[src/hw/rtl/stint_pkg.sv]
// ----------------------------------------------------------------------------
// stint_pkg
// Shared types and constants for the segment against triangle test core.
// ----------------------------------------------------------------------------
package stint_pkg;

    localparam int unsigned WORD_W = 32;
    localparam int unsigned BOX_W  = 31;
    localparam int unsigned EPS_W  = 17;
    localparam int unsigned MASK_W = 3;
    localparam int unsigned IDX_W  = 3;
    localparam int unsigned PD_W   = 31;

    localparam logic [IDX_W-1:0] REG_BOX_X = 3'd0;
    localparam logic [IDX_W-1:0] REG_BOX_Y = 3'd1;
    localparam logic [IDX_W-1:0] REG_BOX_Z = 3'd2;
    localparam logic [IDX_W-1:0] REG_MASK  = 3'd3;
    localparam logic [IDX_W-1:0] REG_EPS   = 3'd4;

    localparam logic [2:0] SLOT_NORMAL = 3'd6;
    localparam logic [2:0] SLOT_NONE   = 3'd7;

    typedef enum logic [1:0] {
        OUT_HIT      = 2'd0,
        OUT_PARALLEL = 2'd1,
        OUT_BEYOND   = 2'd2,
        OUT_OUTSIDE  = 2'd3
    } outcome_t;

    typedef logic [WORD_W-1:0] word_t;
    typedef word_t [2:0] vec_t;

    typedef struct packed {
        logic       query;
        logic [2:0] slot;
        vec_t       p;
        vec_t       d;
    } item_t;

    typedef struct packed {
        logic empty;
        logic full;
    } qstat_t;

    typedef struct packed {
        logic [2:0][BOX_W-1:0] box;
        logic [MASK_W-1:0]     mask;
        logic [EPS_W-1:0]      eps;
    } cfg_t;

endpackage

[src/hw/rtl/stint_queue.sv]
// ----------------------------------------------------------------------------
// stint_queue
// Short first-in first-out queue between the front and the back.
// ----------------------------------------------------------------------------
module stint_queue
(
    input  logic              clk,
    input  logic              rst_n,
    input  logic              push,
    input  stint_pkg::item_t  item_in,
    input  logic              pop,
    output stint_pkg::item_t  item_out,
    output stint_pkg::qstat_t qstat
);

    localparam int unsigned DEPTH = 4;
    localparam int unsigned PTR_W = $clog2(DEPTH);

    stint_pkg::item_t   mem_reg [DEPTH];
    logic [PTR_W-1:0]   wr_reg;
    logic [PTR_W-1:0]   wr_next;
    logic [PTR_W-1:0]   rd_reg;
    logic [PTR_W-1:0]   rd_next;
    logic [PTR_W:0]     count_reg;
    logic [PTR_W:0]     count_next;

    always_comb
    begin
        wr_next    = push ? wr_reg + 1'b1 : wr_reg;
        rd_next    = pop ? rd_reg + 1'b1 : rd_reg;
        count_next = count_reg + (PTR_W+1)'(push) - (PTR_W+1)'(pop);
    end

    always_ff @(posedge clk or negedge rst_n)
    begin
        if (!rst_n)
        begin
            wr_reg    <= '0;
            rd_reg    <= '0;
            count_reg <= '0;
        end
        else
        begin
            wr_reg    <= wr_next;
            rd_reg    <= rd_next;
            count_reg <= count_next;
        end
    end

    always_ff @(posedge clk)
    begin
        if (push)
        begin
            mem_reg[wr_reg] <= item_in;
        end
    end

    // One place is kept free for the word already held in the front register.
    assign item_out    = mem_reg[rd_reg];
    assign qstat.empty = (count_reg == '0);
    assign qstat.full  = (count_reg >= (PTR_W+1)'(DEPTH - 1));

endmodule

[config.mk]
export PLATFORM = sky130hd
export DESIGN_NAME = stint_queue
export DESIGN_NICKNAME = d
export VERILOG_FILES = /design/src/hw/rtl/stint_pkg.sv /design/src/hw/rtl/stint_queue.sv
export SDC_FILE = /design/constraint.sdc
export NUM_CORES = 1
export LEC_CHECK = 0
export BUFFER_PORTS_ARGS = -buffer_cell sky130_fd_sc_hd__buf_2
export CORE_MARGIN = 2
export CORE_UTILIZATION = 40
export CTS_BUF_LIST = sky130_fd_sc_hd__clkbuf_4
export DETAILED_ROUTE_END_ITERATION = 10
export PLACE_DENSITY = 0.65
export SLEW_MARGIN = 20
export SYNTH_ARGS = -nofsm -noshare
export SYNTH_HDL_FRONTEND = slang
export SYNTH_SLANG_ARGS = --single-unit
[constraint.sdc]
create_clock -name clk -period 5.44 [get_ports clk]
set_clock_uncertainty 0.05 [all_clocks]
set_input_delay 1.088 -clock clk [delete_from_list [all_inputs] [get_ports clk]]
set_output_delay 1.088 -clock clk [all_outputs]
set_load 0.02 [all_outputs]
Yosys cells after proc, flatten, opt, wreduce, memory -nomap -nowiden
Memory sizes are Yosys's and may differ from the RTL's.
Cells that the tools add are included.
- output and inout bits: 198
- RAM bits: 784
- word-level logic and storage cells: 12
- flip-flop bits (word level): 7
- memories: 1
- add/subtract/negate cells: 4
- reductions and logical operators: 1
- order comparisons: 1
- multiplexer cells: 2
- memories (name ; depth ; width ; read ports ; clocked after Yosys merged registers in ; write ports ; line ; text):
    mem_reg ; 4 ; 196 ; 1 ; 0 ; 1 ; stint_queue.sv:19 ; stint_pkg::item_t mem_reg [DEPTH];
- operators with widths (cell ; number):
    2-bit by 1-bit adder with 2-bit output, second input constant ; 2
    3-bit by 1-bit adder with 3-bit output ; 1
    3-bit by 2-bit >= comparator with 1-bit output, second input constant ; 1
    3-bit zero test ; 1
    3-bit by 1-bit subtractor with 3-bit output ; 1
    1-bit two-way mux ; 2

Depth between registers and ports, before layout
- depth after elaboration: 2
- mapped depth: 6

Least setup slack after synthesis
Ideal clock, no wire load.
- path kind: input to register
- start point: input port push
- end point: memory mem_reg[1][0] in the netlist's numbering (enable)
- data required time: 4810 ps
- stages on the path: 1
- library setup time: 580 ps
- slack: -726 ps
- data arrival time: 5536 ps
- path through: and2_1
- longest elaborated chain between the ends: 2
- ends and longest elaborated chain (element ; line ; text):
    from (decl) ; stint_queue.sv:9 ; input logic push,
    1-bit two-way mux ; stint_queue.sv:52 ; if (push)
    1-bit two-way mux (not written as such) ; stint_queue.sv:54 ; mem_reg[wr_reg] <= item_in;
    to (decl) ; stint_queue.sv:19 ;
No other way between the ends.

==> results.tsv <==
stage	metric	value	unit
layout	register_area	0.0237	mm^2
setup_path	cpPeakStageDelay	0.98	ns
flow_run	drv_cap	0	
place	portBuffers	397	
clock_network	insertion_delay	0.94	ns
clock_network	postCtsSetupBuffers	0	
place	dp_hpwl	35.7	mm
setup_path	start_kind	flip-flop	
timing	post-route-period-util	0.801	
clock_network	clock_path_buffers	3	
timing	worst_slack	1.08	ns
min_path	hp-class	in -> reg	
clock_network	cts_tree	built	
synth	syn-num-nets	1268	
setup_path	crit_slowest_cell	dfrtp_4	
setup_path	worst_ep_arrival_time	3.22	ns
grt	grt_overflow	0	
grt	grt_pass1_wl	87.3	mm
setup_path	cp.required	4.30	ns
power	max-vdd-ir-drop	0.000306	V
floorplan	die_h	272	um
place	place.gp.congestion	0.727	
clock_network	htreeDepth	4	
grt	antenna_found_initial	20	
power	fin_total_pwr	19.2	mW
layout	nets	1845	
floorplan	row_count	98	
timing	slew_headroom	0.301	
clock_network	numCtsBuffers	195	
layout	largest_register_ffs	784	
clock_network	clkTransAtPathRegs	0.07	ns
setup_path	path_class	reg -> out	
route	drtAntennaViolNets	0	
timing	period_needed	4.36	ns
route	wl_per_cell	21.4	um
power	p_leak	11.9	nW
setup_path	crit_path_end_kind	primary output	
min_path	holdPathStages	1	
layout	areaGrowthSynthToFinish	20.0	%
grt	grt_use_total	0.159	
layout	layout_commonest_cell	edfxtp_1	
timing	worst_pin_slew	1.05	ns
setup_path	crit_fanout	49	
floorplan	dieArea	0.0738	mm^2
layout	drive_gt1_frac	0.517	
outcome	status	complete, no violations	
synth	synth_cell_types	15	
route	drt_first_pass_iters	5	
route	first_iter_violations	860	
route	drc	0	
clock_network	cts_resized	0	
synth	synth_area_leaders	edfxtp_1, mux4_2, dfrtp_1	
synth	seq_area_frac_synth	0.828	
timing	final_max_slew_viol_count	0	
grt	grt_max_degree	82	
synth	ys.warnings.count	0	
clock_network	cts_root_buf	clkbuf_4	
timing	hold_violations	0	
synth	yosys_register_bits	791	
floorplan	coreArea	0.0712	mm^2
floorplan	dieWidth	272	um
synth	postSynthCellCount	1060	
floorplan	initial_utilization	0.402	
timing	tns	0	ns
grt	grt_pass1_vias	14600	
power	power.density	557	mW/mm^2
timing	fmax	0.230	GHz
floorplan	pin_count	398	
synth	syn_avg_cell_area	27.0	um^2
route	drt_wl_total	58.6	mm
synth	synth.top_cell.area_share	0.821	
route	vias_per_cell	4.96	
clock_network	cts_sinks	791	
layout	final_cell_mix	edfxtp_1, buf_2, clkbuf_4	
synth	netlist_area	0.0287	mm^2
timing	setup_viol	0	
setup_path	reg2regPathDepth	4	
setup_path	crit_chain	buf_12 > mux4_2 > buf_2	
place	preCtsSetupSlack	1.96	ns
timing	rsz0062_at_grt	no	
layout	n_fill_cell	5884	
layout	multi_input_area	0.00462	mm^2
synth	synth_area_leader_cell	edfxtp_1	
route	num_vias	13600	
-- final timing paths --
kind,startpoint,endpoint,slack (ns)
max in group asynchronous,rst_n,rd_reg[1]$_DFFE_PN0P_,4.69
worst min register to register,wr_reg[0]$_DFFE_PN0P_,wr_reg[0]$_DFFE_PN0P_,0.50
worst max register to register,wr_reg[0]$_DFFE_PN0P_,mem_reg[2][168]$_DFFE_PP_,3.02
min in group asynchronous,rst_n,count_reg[2]$_DFF_PN0_,0.46
worst max-delay path,rd_reg[0]$_DFFE_PN0P_,item_out[84],1.08
worst min-delay path,item_in[94],mem_reg[0][94]$_DFFE_PP_,0.28
-- area by class of cell --
cell class                      count  area share
Sequential cell                   791       0.690
Multi-Input combinational cell    218       0.134
Timing Repair Buffer              424      0.0685
Clock buffer                      276      0.0602
Tap cell                          950      0.0346
Clock inverter                     63      0.0114
Inverter                            7    0.000764
Antenna cell                        7    0.000509
-- where the power goes --
group | total (mW) | switching, mW | internal (mW)
Sequential | 8.36 | 0.402 | 7.96
Clock | 4.79 | 2.27 | 2.53
Combinational | 6.01 | 3.60 | 2.41
Total | 19.2 | 6.27 | 12.9
-- timing repair --
| action | 4_1_cts | 5_1_grt |
|---|---|---|
| setup endpoints to repair | 0 | 0 |
| endpoints found under the hold margin | 7 | 0 |
| hold buffers | 1 | 0 |
-- stage by stage --
stage                     hold slack, ns   util  area, um^2  std cells
final                              0.277  0.483       34400       2736
after global routing               0.146  0.483       34400       2731
after CTS                         0.0984  0.483       34400       2729
after detailed placement           0.486  0.448       31900       2389
after global placement             0.456  0.448       31900       2389
after floorplan                    0.441      -       28700       1060
-- cell families (layout without fill, tap and decap cells) --
family,Yosys count,after routing,synth area share
flip-flops,791,791,0.828
multiplexers,196,196,0.154
buffers and inverters,51,770,0.0116
adder cells (fa/ha/maj),8,8,0.00375
AND/OR/NAND/NOR,8,8,0.00144
XOR/XNOR,4,4,0.00122
AO/OA/AOI/OAI,2,2,0.000349
other,0,7,0
-- cell usage after synthesis, drive strengths merged --
cell type,instances
xnor2,1
clkbuf,6
xor2,3
buf,38
edfxtp,784
nor3,1
and2,4
ha,7
o21ai,2
inv,7
nand2,3
fa,1
mux4,196
dfrtp,7
-- routing by layer --
metal	wire, um	vias up	part of all wire	GRT usage
li1	-	5918	-	-
met1	23200	7041	0.40	0.194
met2	29200	465	0.50	0.255
met3	4930	116	0.084	0.0648
met4	1140	28	0.019	0.0599
met5	175	-	0.0030	0
-- critical path, delay by kind of cell, from the launching register on --
family	cells	cell delay, ns
buf+inv	2	0.60
flops	1	0.98
mux	1	0.59
Power figures use the tool's default switching activity.
