`config.mk`:
```
export PLATFORM = sky130hd
export DESIGN_NAME = stint_front
export DESIGN_NICKNAME = d
export VERILOG_FILES = /design/src/hw/rtl/stint_pkg.sv /design/src/hw/rtl/stint_front.sv
export SDC_FILE = /design/constraint.sdc
export NUM_CORES = 1
export LEC_CHECK = 0
export BUFFER_PORTS_ARGS = -buffer_cell sky130_fd_sc_hd__buf_4
export CORE_AREA = 2 2 153 155
export CTS_CLUSTER_DIAMETER = 120
export CTS_CLUSTER_SIZE = 25
export DETAILED_ROUTE_END_ITERATION = 10
export DIE_AREA = 0 0 155 157
export PLACE_DENSITY = 0.56
export SYNTH_ARGS = -nofsm -noshare
export SYNTH_HDL_FRONTEND = slang
export SYNTH_SLANG_ARGS = --single-unit
```
`constraint.sdc`:
```
create_clock -name clk -period 0.8 [get_ports clk]
set_input_delay 0.08 -clock clk [delete_from_list [all_inputs] [get_ports clk]]
set_output_delay 0.08 -clock clk [all_outputs]
set_load 0.05 [all_outputs]
```
`src/hw/rtl/stint_pkg.sv`:
```
// ----------------------------------------------------------------------------
// stint_pkg
// Shared types and constants for the segment against triangle test core.
// ----------------------------------------------------------------------------
package stint_pkg;

    localparam int unsigned WORD_W = 32;
    localparam int unsigned BOX_W  = 31;
    localparam int unsigned EPS_W  = 17;
    localparam int unsigned MASK_W = 3;
    localparam int unsigned IDX_W  = 3;
    localparam int unsigned PD_W   = 31;

    localparam logic [IDX_W-1:0] REG_BOX_X = 3'd0;
    localparam logic [IDX_W-1:0] REG_BOX_Y = 3'd1;
    localparam logic [IDX_W-1:0] REG_BOX_Z = 3'd2;
    localparam logic [IDX_W-1:0] REG_MASK  = 3'd3;
    localparam logic [IDX_W-1:0] REG_EPS   = 3'd4;

    localparam logic [2:0] SLOT_NORMAL = 3'd6;
    localparam logic [2:0] SLOT_NONE   = 3'd7;

    typedef enum logic [1:0] {
        OUT_HIT      = 2'd0,
        OUT_PARALLEL = 2'd1,
        OUT_BEYOND   = 2'd2,
        OUT_OUTSIDE  = 2'd3
    } outcome_t;

    typedef logic [WORD_W-1:0] word_t;
    typedef word_t [2:0] vec_t;

    typedef struct packed {
        logic       query;
        logic [2:0] slot;
        vec_t       p;
        vec_t       d;
    } item_t;

    typedef struct packed {
        logic empty;
        logic full;
    } qstat_t;

    typedef struct packed {
        logic [2:0][BOX_W-1:0] box;
        logic [MASK_W-1:0]     mask;
        logic [EPS_W-1:0]      eps;
    } cfg_t;

endpackage

```
`src/hw/rtl/stint_front.sv`:
```
// ----------------------------------------------------------------------------
// stint_front
// Accepts command words, drops loads aimed at no slot and hands the rest on.
// ----------------------------------------------------------------------------
module stint_front
(
    input  logic                clk,
    input  logic                rst_n,
    input  logic                start,
    input  logic                req_type,
    input  logic [2:0]          slot,
    input  logic signed [31:0]  px,
    input  logic signed [31:0]  py,
    input  logic signed [31:0]  pz,
    input  logic signed [31:0]  dir_x,
    input  logic signed [31:0]  dir_y,
    input  logic signed [31:0]  dir_z,
    input  stint_pkg::qstat_t   qstat,
    output logic                busy,
    output logic                push,
    output stint_pkg::item_t    item
);

    logic             accept;
    logic             valid_reg;
    logic             valid_next;
    stint_pkg::item_t item_reg;
    stint_pkg::item_t item_next;

    always_comb
    begin
        accept          = start && !qstat.full;
        valid_next      = accept && (req_type || (slot != stint_pkg::SLOT_NONE));
        item_next.query = req_type;
        item_next.slot  = slot;
        item_next.p     = {pz, py, px};
        item_next.d     = {dir_z, dir_y, dir_x};
    end

    always_ff @(posedge clk or negedge rst_n)
    begin
        if (!rst_n)
        begin
            valid_reg <= 1'b0;
        end
        else
        begin
            valid_reg <= valid_next;
        end
    end

    always_ff @(posedge clk)
    begin
        if (accept)
        begin
            item_reg <= item_next;
        end
    end

    assign busy = qstat.full;
    assign push = valid_reg;
    assign item = item_reg;

endmodule

```
==> results.json, run 1 <==
{
  "syn_nets": 402,
  "synthCells": 201,
  "synth.cell_area_um2": 5950,
  "ys_seq_area_frac": 0.994,
  "cts.sinks": 197,
  "ys_warn_count": 0,
  "cts_resized": 197,
  "first-error": "[ERROR RSZ-0060] Max buffer count reached.",
  "cts_buffers": 17,
  "start_util": 0.264,
  "die_h_um": 157,
  "io_buffers": 397,
  "ctsHoldBuffers": 189,
  "io-pin-count": 399,
  "ys_seq_elements": 197,
  "yosysTopAreaCellShare": 0.990,
  "rows": 55,
  "h-tree-depth": 4,
  "post-dp-hpwl_mm": 13.4,
  "yosys.area.top_type": "edfxtp_1",
  "synth_area_leaders": "edfxtp_1, dfrtp_1, nor2b_4",
  "fp.dieW_um": 155,
  "gp_congestion": 0.777,
  "clock_path_buffers": 2,
  "synth_cell_types": 6,
  "run_status": "aborted with a tool error",
  "syn_avg_cell_area_um2": 29.6,
  "clockRootBuffer": "clkbuf_16",
  "post_cts_buffers": 0,
  "stop_stage": "clock tree synthesis (4_1_cts)"
}
## metrics by stage
step                      setup slack, ns  std cells  instance area, µm²
after floorplan                     -2.66        201                5950
after global placement             -0.272        907                9510
after detailed placement           -0.299        907                9510
## cell usage after synthesis (all sizes together)
library cell	instances
nor2b	1
dfrtp	1
edfxtp	196
and2	1
nand4b	1
buf	1
## cell families after synthesis
kind of cell,share of synthesized area
AND/OR/NAND/NOR,0.00484
flip-flops,0.994
buffers and inverters,0.00126
==> inputs of run 2 (changes only) <==
Settings changed: CORE_AREA 2 2 153 155 to unset, CORE_UTILIZATION set to 20, CTS_CLUSTER_DIAMETER 120 to unset, CTS_CLUSTER_SIZE 25 to unset, DIE_AREA 0 0 155 157 to unset, PLACE_DENSITY 0.56 to unset, PLACE_DENSITY_LB_ADDON set to 0.15.
==> run 2 against run 1 <==
  * The flow now finishes, with violations (negative setup slack)
  * Synthesized cell count unchanged
  * Area after synthesis unchanged
==> results.json, run 2 <==
{
  "grtUsageTotal": 0.118,
  "cpPeakStageDelay_ns": 0.44,
  "p_leak_uw": 0.00523,
  "setup_tns_ns": -50.87,
  "irDropWorstVdd_mv": 1.53,
  "pwr-share-clk": 0.313,
  "stdcell_area_um2": 12900,
  "synthCells": 201,
  "crit_chain": "buf_6",
  "ys_seq_area_frac": 0.994,
  "avgRoutedWirePerCell_um": 14.9,
  "maxSlewViolCount": 0,
  "yosysTopAreaCellShare": 0.990,
  "drcViolationCount": 0,
  "grt_antenna_before_repair": 0,
  "p_total_uw": 26500,
  "yosys_most_used_dff": "edfxtp_1",
  "ant_nets": 0,
  "ys_seq_elements": 197,
  "grt_overflow_total": 0,
  "layout-drive-gt1-share": 0.528,
  "synth_compound_area_frac": 0,
  "synth.most_common_cell": "edfxtp_1",
  "avgViaCountPerCell": 3.61,
  "crit_path_start_kind": "flip-flop",
  "largest_register_ffs": 196,
  "yosys.area_share.simple": 0.00484,
  "drt_pass1_iterations": 4,
  "min_from": "qstat[0]",
  "placed_cells_incl_taps": 998,
  "nets": 1032,
  "power.density_nw_per_um2": 2050,
  "run_status": "complete, but fails checks",
  "crit_required_ns": 0.72,
  "post-dp-hpwl_mm": 13.1,
  "arrival_ns": 1.04,
  "post-route-period-util": 1.40,
  "maxCapViolCount": 0,
  "core_region_area_um2": 29000,
  "layoutNonFillerInstCount": 1228,
  "gp_congestion": 0.770,
  "io-pin-count": 399,
  "rows": 62,
  "dieArea_um2": 30400,
  "combPwrFrac": 0.216,
  "grt_max_degree": 37,
  "cts_tree": "built",
  "cts.sinks": 197,
  "synthArstFlopShare": 0.00508,
  "synth_top_family_by_area": "simple AND/OR/NAND/NOR gates",
  "h-tree-depth": 4,
  "grt_first_pass_wirelength_mm": 27.1,
  "end_kind": "primary output",
  "internal_power_uw": 18800,
  "grt_pass1_vias": 5038,
  "synth_cell_types": 6,
  "p_sw_uw": 7620,
  "finalSetupViolations": 197,
  "clockRootBuffer": "clkbuf_16",
  "max_freq_ghz": 0.890,
  "fp.dieW_um": 174,
  "insertedDiodeCount": 0,
  "min_to": "item[113]",
  "switching_share": 0.288,
  "final_cell_mix": "buf_4, dlygate4sd3_1, buf_6",
  "hold_viol": 0,
  "path_buf_inv": 1,
  "synth_xor_area_frac": 0,
  "worst_slack_ns": -0.324,
  "synth-edff-count": 196,
  "io_buffers": 397,
  "final_common_cell": "buf_4",
  "critPathKind": "reg -> out",
  "synth_area_leaders": "edfxtp_1, dfrtp_1, nor2b_4",
  "syn_nets": 402,
  "min_period_ns": 1.12,
  "start_util": 0.205,
  "clock_path_buffers": 2,
  "slew_headroom": 0.871,
  "ys_warn_count": 0,
  "dr_total_vias": 4429,
  "p_seq_frac": 0.471,
  "critPathTopFamily": "flip-flops",
  "muxShareOfSynthArea": 0,
  "yosys.area.top_type": "edfxtp_1",
  "cts_buffers": 17,
  "die_h_um": 174,
  "first_iter_violations": 194,
  "crit_path_max_fanout": 1,
  "hold_ws_ns": 0.138,
  "routed_wl_mm": 18.3,
  "place_area_um2": 9590,
  "syn_avg_cell_area_um2": 29.6,
  "post_cts_buffers": 0,
  "cp_slowest_cell": "edfxtp_1",
  "path_clk_slew_ns": 0.07,
  "violations": "negative setup slack",
  "synth.cell_area_um2": 5950,
  "rsz0062_at_grt": "true",
  "area_growth_pct": 117,
  "hp-class": "in -> reg",
  "worst_pin_slew_ns": 0.193,
  "yosys.area_share.adder": 0,
  "hold_depth": 3
}
==> run 2: metal layers <==
layer | part of all wire | global-route usage | routed length, µm | vias up
li1 | - | - | - | 2083
met1 | 0.35 | 0.118 | 6370 | 2111
met2 | 0.56 | 0.225 | 10200 | 221
met3 | 0.083 | 0.0446 | 1530 | 14
met4 | 0.013 | 0.0362 | 236 | 0
met5 | 0 | 0 | 0 | -
==> run 2: cell type report <==
type / count / area (µm²)
Multi-Input combinational cell: 3 / 28.8
Sequential cell: 197 / 5910
Clock buffer: 18 / 429
Timing Repair Buffer: 612 / 5890
Fill cell: 2554 / 16100
Clock inverter: 14 / 145
Tap cell: 384 / 480
==> run 2: logic make-up (layout without fill, tap and decap cells) <==
kind of cell / count (synthesis) / in the layout
DFF: 197 / 197
and+or+nand+nor: 3 / 3
buffers and inverters: 1 / 644
==> run 2: how the worst max path moves through the flow <==
stage	from	slack, ns	cells after the start	end
after floorplan	start	-2.66	1	item[0]
after global placement	qstat[0]	-0.30	4	item[80]
after detailed placement	qstat[0]	-0.31	4	item[165]
after CTS	item[113]	-0.37	1	item[113]
after global routing	item[113]	-0.38	1	item[113]
final	item[113]	-0.32	1	item[113]
==> run 2: what timing repair did <==
action	CTS	global route
pin swaps	0	0
endpoints found under the hold margin	198	0
setup endpoints to repair	197	197
gates resized for setup	197	0
hold buffers	198	0
==> run 2: stage by stage <==
step                utilization  setup slack (ns)
CTS                       0.444            -0.366
detailed placement        0.331            -0.312
finish                    0.444            -0.324
floorplan                     -             -2.66
global placement          0.331            -0.302
global route              0.444            -0.376
==> run 2: power by group through the flow <==
stage | sequential (µW) | combinational (µW) | clock (µW)
2_1_floorplan | 15000 | 156 | 0
3_5_place_dp | 12600 | 4560 | 0
6_report | 12500 | 5720 | 8280
4_1_cts | 12500 | 5760 | 8670
5_1_grt | 12500 | 5920 | 9060
3_3_place_gp | 12600 | 4550 | 0
Note: power is estimated with default switching activity, not from simulation.
==> inputs of run 3 (changes only) <==
Clock period 0.8 ns to 1.4 ns, I/O delays scaled along.
==> run 3 against run 2 <==
  * The run now ends clean
  * Clock power shrank 43%
  * Sequential power shrank 44%
  * Flip-flop and latch count is the same
  * Utilization shrank 2.6 points
  * Count of clock-buffer cells in the layout grew 2
  * Largest power group unchanged
  * First-iteration DRC count shrank 29%
  * Via count shrank 1.3%
  * Die area is the same
  * Worst setup slack gained 0.53 ns
  * Global-route usage shrank 0.14 points
  * Largest cell class unchanged
  * Non-clock buffer count shrank 6
  * Highest routed layer unchanged
  * Power shrank 44%
==> results.json, run 3 (synthesis gave the netlist of run 2 again) <==
{
  "power.density_nw_per_um2": 1220,
  "clockRootBuffer": "clkbuf_16",
  "h-tree-depth": 4,
  "insertedDiodeCount": 0,
  "p_leak_uw": 0.00496,
  "dr_total_vias": 4372,
  "finalSetupViolations": 0,
  "avgRoutedWirePerCell_um": 14.9,
  "end_kind": "primary output",
  "ant_nets": 0,
  "drt_pass1_iterations": 4,
  "gp_congestion": 0.764,
  "grt_overflow_total": 0,
  "min_period_ns": 1.19,
  "pre_cts_slack_ns": 0.149,
  "clock_path_buffers": 2,
  "path_clk_slew_ns": 0.08,
  "crit_required_ns": 1.26,
  "final_common_cell": "buf_4",
  "dieArea_um2": 30400,
  "setup_tns_ns": 0,
  "first_iter_violations": 138,
  "io_buffers": 397,
  "hp-class": "in -> async",
  "post-dp-hpwl_mm": 13.1,
  "maxSlewViolCount": 0,
  "slew_headroom": 0.863,
  "die_h_um": 174,
  "layout-drive-gt1-share": 0.525,
  "grt_pass1_vias": 4914,
  "worst_slack_ns": 0.208,
  "critPathKind": "reg -> out",
  "maxCapViolCount": 0,
  "hold_viol": 0,
  "crit_path_start_kind": "flip-flop",
  "fp.dieW_um": 174,
  "grt_antenna_before_repair": 0,
  "start_util": 0.205,
  "area_growth_pct": 104,
  "cts.sinks": 197,
  "final_cell_mix": "buf_4, dlygate4sd3_1, edfxtp_1",
  "nets": 1026,
  "grt_first_pass_wirelength_mm": 27.0,
  "routed_wl_mm": 18.2,
  "io-pin-count": 399,
  "core_region_area_um2": 29000,
  "max_freq_ghz": 0.839,
  "grt_max_degree": 32,
  "cpPeakStageDelay_ns": 0.42,
  "cp_slowest_cell": "edfxtp_1",
  "drcViolationCount": 0,
  "rsz0062_at_grt": "false",
  "arrival_ns": 1.05,
  "grtUsageTotal": 0.117,
  "irDropWorstVdd_mv": 0.628,
  "cts_resized": 0,
  "crit_chain": "buf_4",
  "cts_tree": "built",
  "worst_pin_slew_ns": 0.205,
  "post_cts_buffers": 0,
  "rows": 62,
  "post-route-period-util": 0.851,
  "cts_buffers": 17,
  "largest_register_ffs": 196,
  "critPathTopFamily": "flip-flops",
  "path_buf_inv": 1,
  "avgViaCountPerCell": 3.58,
  "run_status": "completed",
  "crit_path_max_fanout": 1
}
-- run 3: cell count changes in the layout (fill, tap and decap cells not counted), moves of 2 or more --
cell / change
buf_12: +4
buf_4: +188
buf_6: -197
clkinv_2: -2
clkinv_4: +5
clkinv_8: -4
inv_6: -4
inv_8: +3
-- run 3: final cells by class --
type / count / area (µm²)
fill: 2661 / 16900
sequential: 197 / 5910
timing repair buffer: 606 / 5150
tap: 384 / 480
clock buffer: 20 / 447
clock inverter: 12 / 113
multi-input combinational: 3 / 28.8
-- run 3: what timing repair did --
action	in CTS	in global routing
endpoints found under the hold margin	197	0
endpoints found under the setup margin	0	0
hold buffers	197	0
-- run 3: routing by layer --
| layer | wire length [µm] | global-route usage | part of all wire |
|---|---|---|---|
| met5 | 0 | 0 | 0 |
| met3 | 1510 | 0.0400 | 0.083 |
| met2 | 9930 | 0.220 | 0.55 |
| met1 | 6530 | 0.120 | 0.36 |
| met4 | 242 | 0.0391 | 0.013 |
-- run 3: worst paths after layout --
path | startpoint | to | slack, ns | cells after the start
worst min-delay path | rst_n | push | 0.04 | 2
worst max-delay path | item[16] | item[16] | 0.21 | 1
min in group clk | qstat[0] | item[61] | 0.21 | 3
max in group asynchronous | rst_n | push | 1.27 | 2
-- run 3: stage by stage --
stage / hold slack (ns) / cell area (µm²) / util / std cells / total power, µW
2_1_floorplan: -0.156 / 5950 / - / 201 / 8630
3_3_place_gp: -0.0755 / 9600 / 0.331 / 993 / 9770
3_5_place_dp: -0.0785 / 9600 / 0.331 / 993 / 9790
4_1_cts: 0.0197 / 12100 / 0.418 / 1222 / 15000
5_1_grt: 0.0192 / 12100 / 0.418 / 1222 / 15300
6_report: 0.0435 / 12100 / 0.418 / 1222 / 14800
-- run 3: power breakdown --
group          switching, µW  internal, µW  leakage, µW
logic                   1820          1230      0.00284
registers                117          6920      0.00185
clock network           2280          2400     0.000275
==> inputs of run 4 (changes only) <==
Settings changed: PLACE_DENSITY_LB_ADDON 0.15 to unset.
==> run 4 against run 3 <==
  * Hold slack worse by 0.022 ns
  * Highest routed layer unchanged
  * Critical path type unchanged
  * First-iteration DRC count shrank 8.7%
  * Clock power is 4% higher
==> results.json, run 4 (synthesis gave the netlist of run 2 again) <==
{
  "routed_wl_mm": 19.2,
  "core_region_area_um2": 29000,
  "grt_antenna_before_repair": 0,
  "final_cell_mix": "buf_4, dlygate4sd3_1, edfxtp_1",
  "maxSlewViolCount": 0,
  "finalSetupViolations": 0,
  "power.density_nw_per_um2": 1240,
  "start_util": 0.205,
  "max_freq_ghz": 0.826,
  "insertedDiodeCount": 0,
  "avgRoutedWirePerCell_um": 15.7,
  "crit_path_max_fanout": 1,
  "nets": 1026,
  "layout-drive-gt1-share": 0.525,
  "grt_overflow_total": 0,
  "hold_viol": 0,
  "crit_required_ns": 1.26,
  "ant_nets": 0,
  "cp_slowest_cell": "edfxtp_1",
  "rsz0062_at_grt": "false",
  "worst_pin_slew_ns": 0.410,
  "grt_pass1_vias": 4819,
  "area_growth_pct": 103,
  "run_status": "completed",
  "h-tree-depth": 4,
  "multiInputGateArea_um2": 28.8,
  "path_buf_inv": 1,
  "crit_chain": "buf_4",
  "cts_tree": "built",
  "stdcell_area_um2": 12100,
  "post_cts_buffers": 0,
  "critPathKind": "reg -> out",
  "io-pin-count": 399,
  "critPathTopFamily": "flip-flops",
  "crit_path_start_kind": "flip-flop",
  "dr_total_vias": 4378,
  "first_iter_violations": 126,
  "largest_register_ffs": 196,
  "grt_max_degree": 72,
  "drt_pass1_iterations": 4,
  "slew_headroom": 0.726,
  "arrival_ns": 1.07,
  "io_buffers": 397,
  "gp_congestion": 0.750,
  "fp.dieW_um": 174,
  "cpPeakStageDelay_ns": 0.43,
  "maxCapViolCount": 0,
  "hp-class": "in -> async",
  "end_kind": "primary output",
  "cts_buffers": 17,
  "dieArea_um2": 30400,
  "cp.depth": 1,
  "final_common_cell": "buf_4",
  "fillers": 2619,
  "post-dp-hpwl_mm": 13.3,
  "clock_path_buffers": 2,
  "cts.sinks": 197,
  "path_clk_slew_ns": 0.07,
  "final-seq-area_um2": 5910,
  "irDropWorstVdd_mv": 0.529,
  "p_leak_uw": 0.00495,
  "min_period_ns": 1.21,
  "post-route-period-util": 0.865,
  "die_h_um": 174,
  "grt_first_pass_wirelength_mm": 27.6,
  "placed_cells_incl_taps": 993,
  "drcViolationCount": 0,
  "layoutNonFillerInstCount": 1222,
  "place_area_um2": 9540,
  "grtUsageTotal": 0.124,
  "clockRootBuffer": "clkbuf_16",
  "rows": 62,
  "avgViaCountPerCell": 3.58
}
## run 4: layout make-up
type / count / area share
well taps: 384 / 0.0397
multi-input cells: 3 / 0.00238
clock buffers: 17 / 0.0352
clock inverters: 15 / 0.0126
repair buffers: 606 / 0.421
flip-flops and latches: 197 / 0.489
## run 4: report_power, final
part	switching, µW	leakage [µW]	total (µW)	internal, µW
combinational	1840	0.00282	3040	1210
clock	2240	0.000276	4880	2640
sequential	122	0.00185	7050	6930
total	4200	0.00495	15000	10800
## run 4: repair_timing
action / 4_1_cts / 5_1_grt
hold endpoints to repair: 197 / 0
gates resized for setup: 0 / 0
hold buffers: 197 / 0
## run 4: path summary, 6_finish.rpt
path | end | slack (ns) | startpoint
min in group clk | item[105] | 0.22 | qstat[0]
worst max-delay path | item[149] | 0.19 | item[149]
worst min-delay path | push | 0.02 | rst_n
max in group asynchronous | push | 1.30 | rst_n
## run 4: metrics by stage
step                setup TNS, ns  hold slack, ns   util  power, µW  setup slack, ns
detailed placement              0         -0.0799  0.329       9780            0.191
CTS                             0         0.00172  0.417      15200            0.153
global route                    0        0.000506  0.417      15500            0.138
global placement                0         -0.0806  0.329       9760            0.193
finish                          0          0.0215  0.417      15000            0.189
floorplan                 -416.74          -0.156      -       8630            -2.12
## run 4: routing by layer
| metal | global-route usage | wire length [µm] | vias to the layer above |
|---|---|---|---|
| li1 | - | - | 2069 |
| met1 | 0.130 | 7040 | 2049 |
| met2 | 0.232 | 10400 | 247 |
| met3 | 0.0431 | 1510 | 13 |
| met4 | 0.0380 | 247 | 0 |
| met5 | 0 | 0 | - |
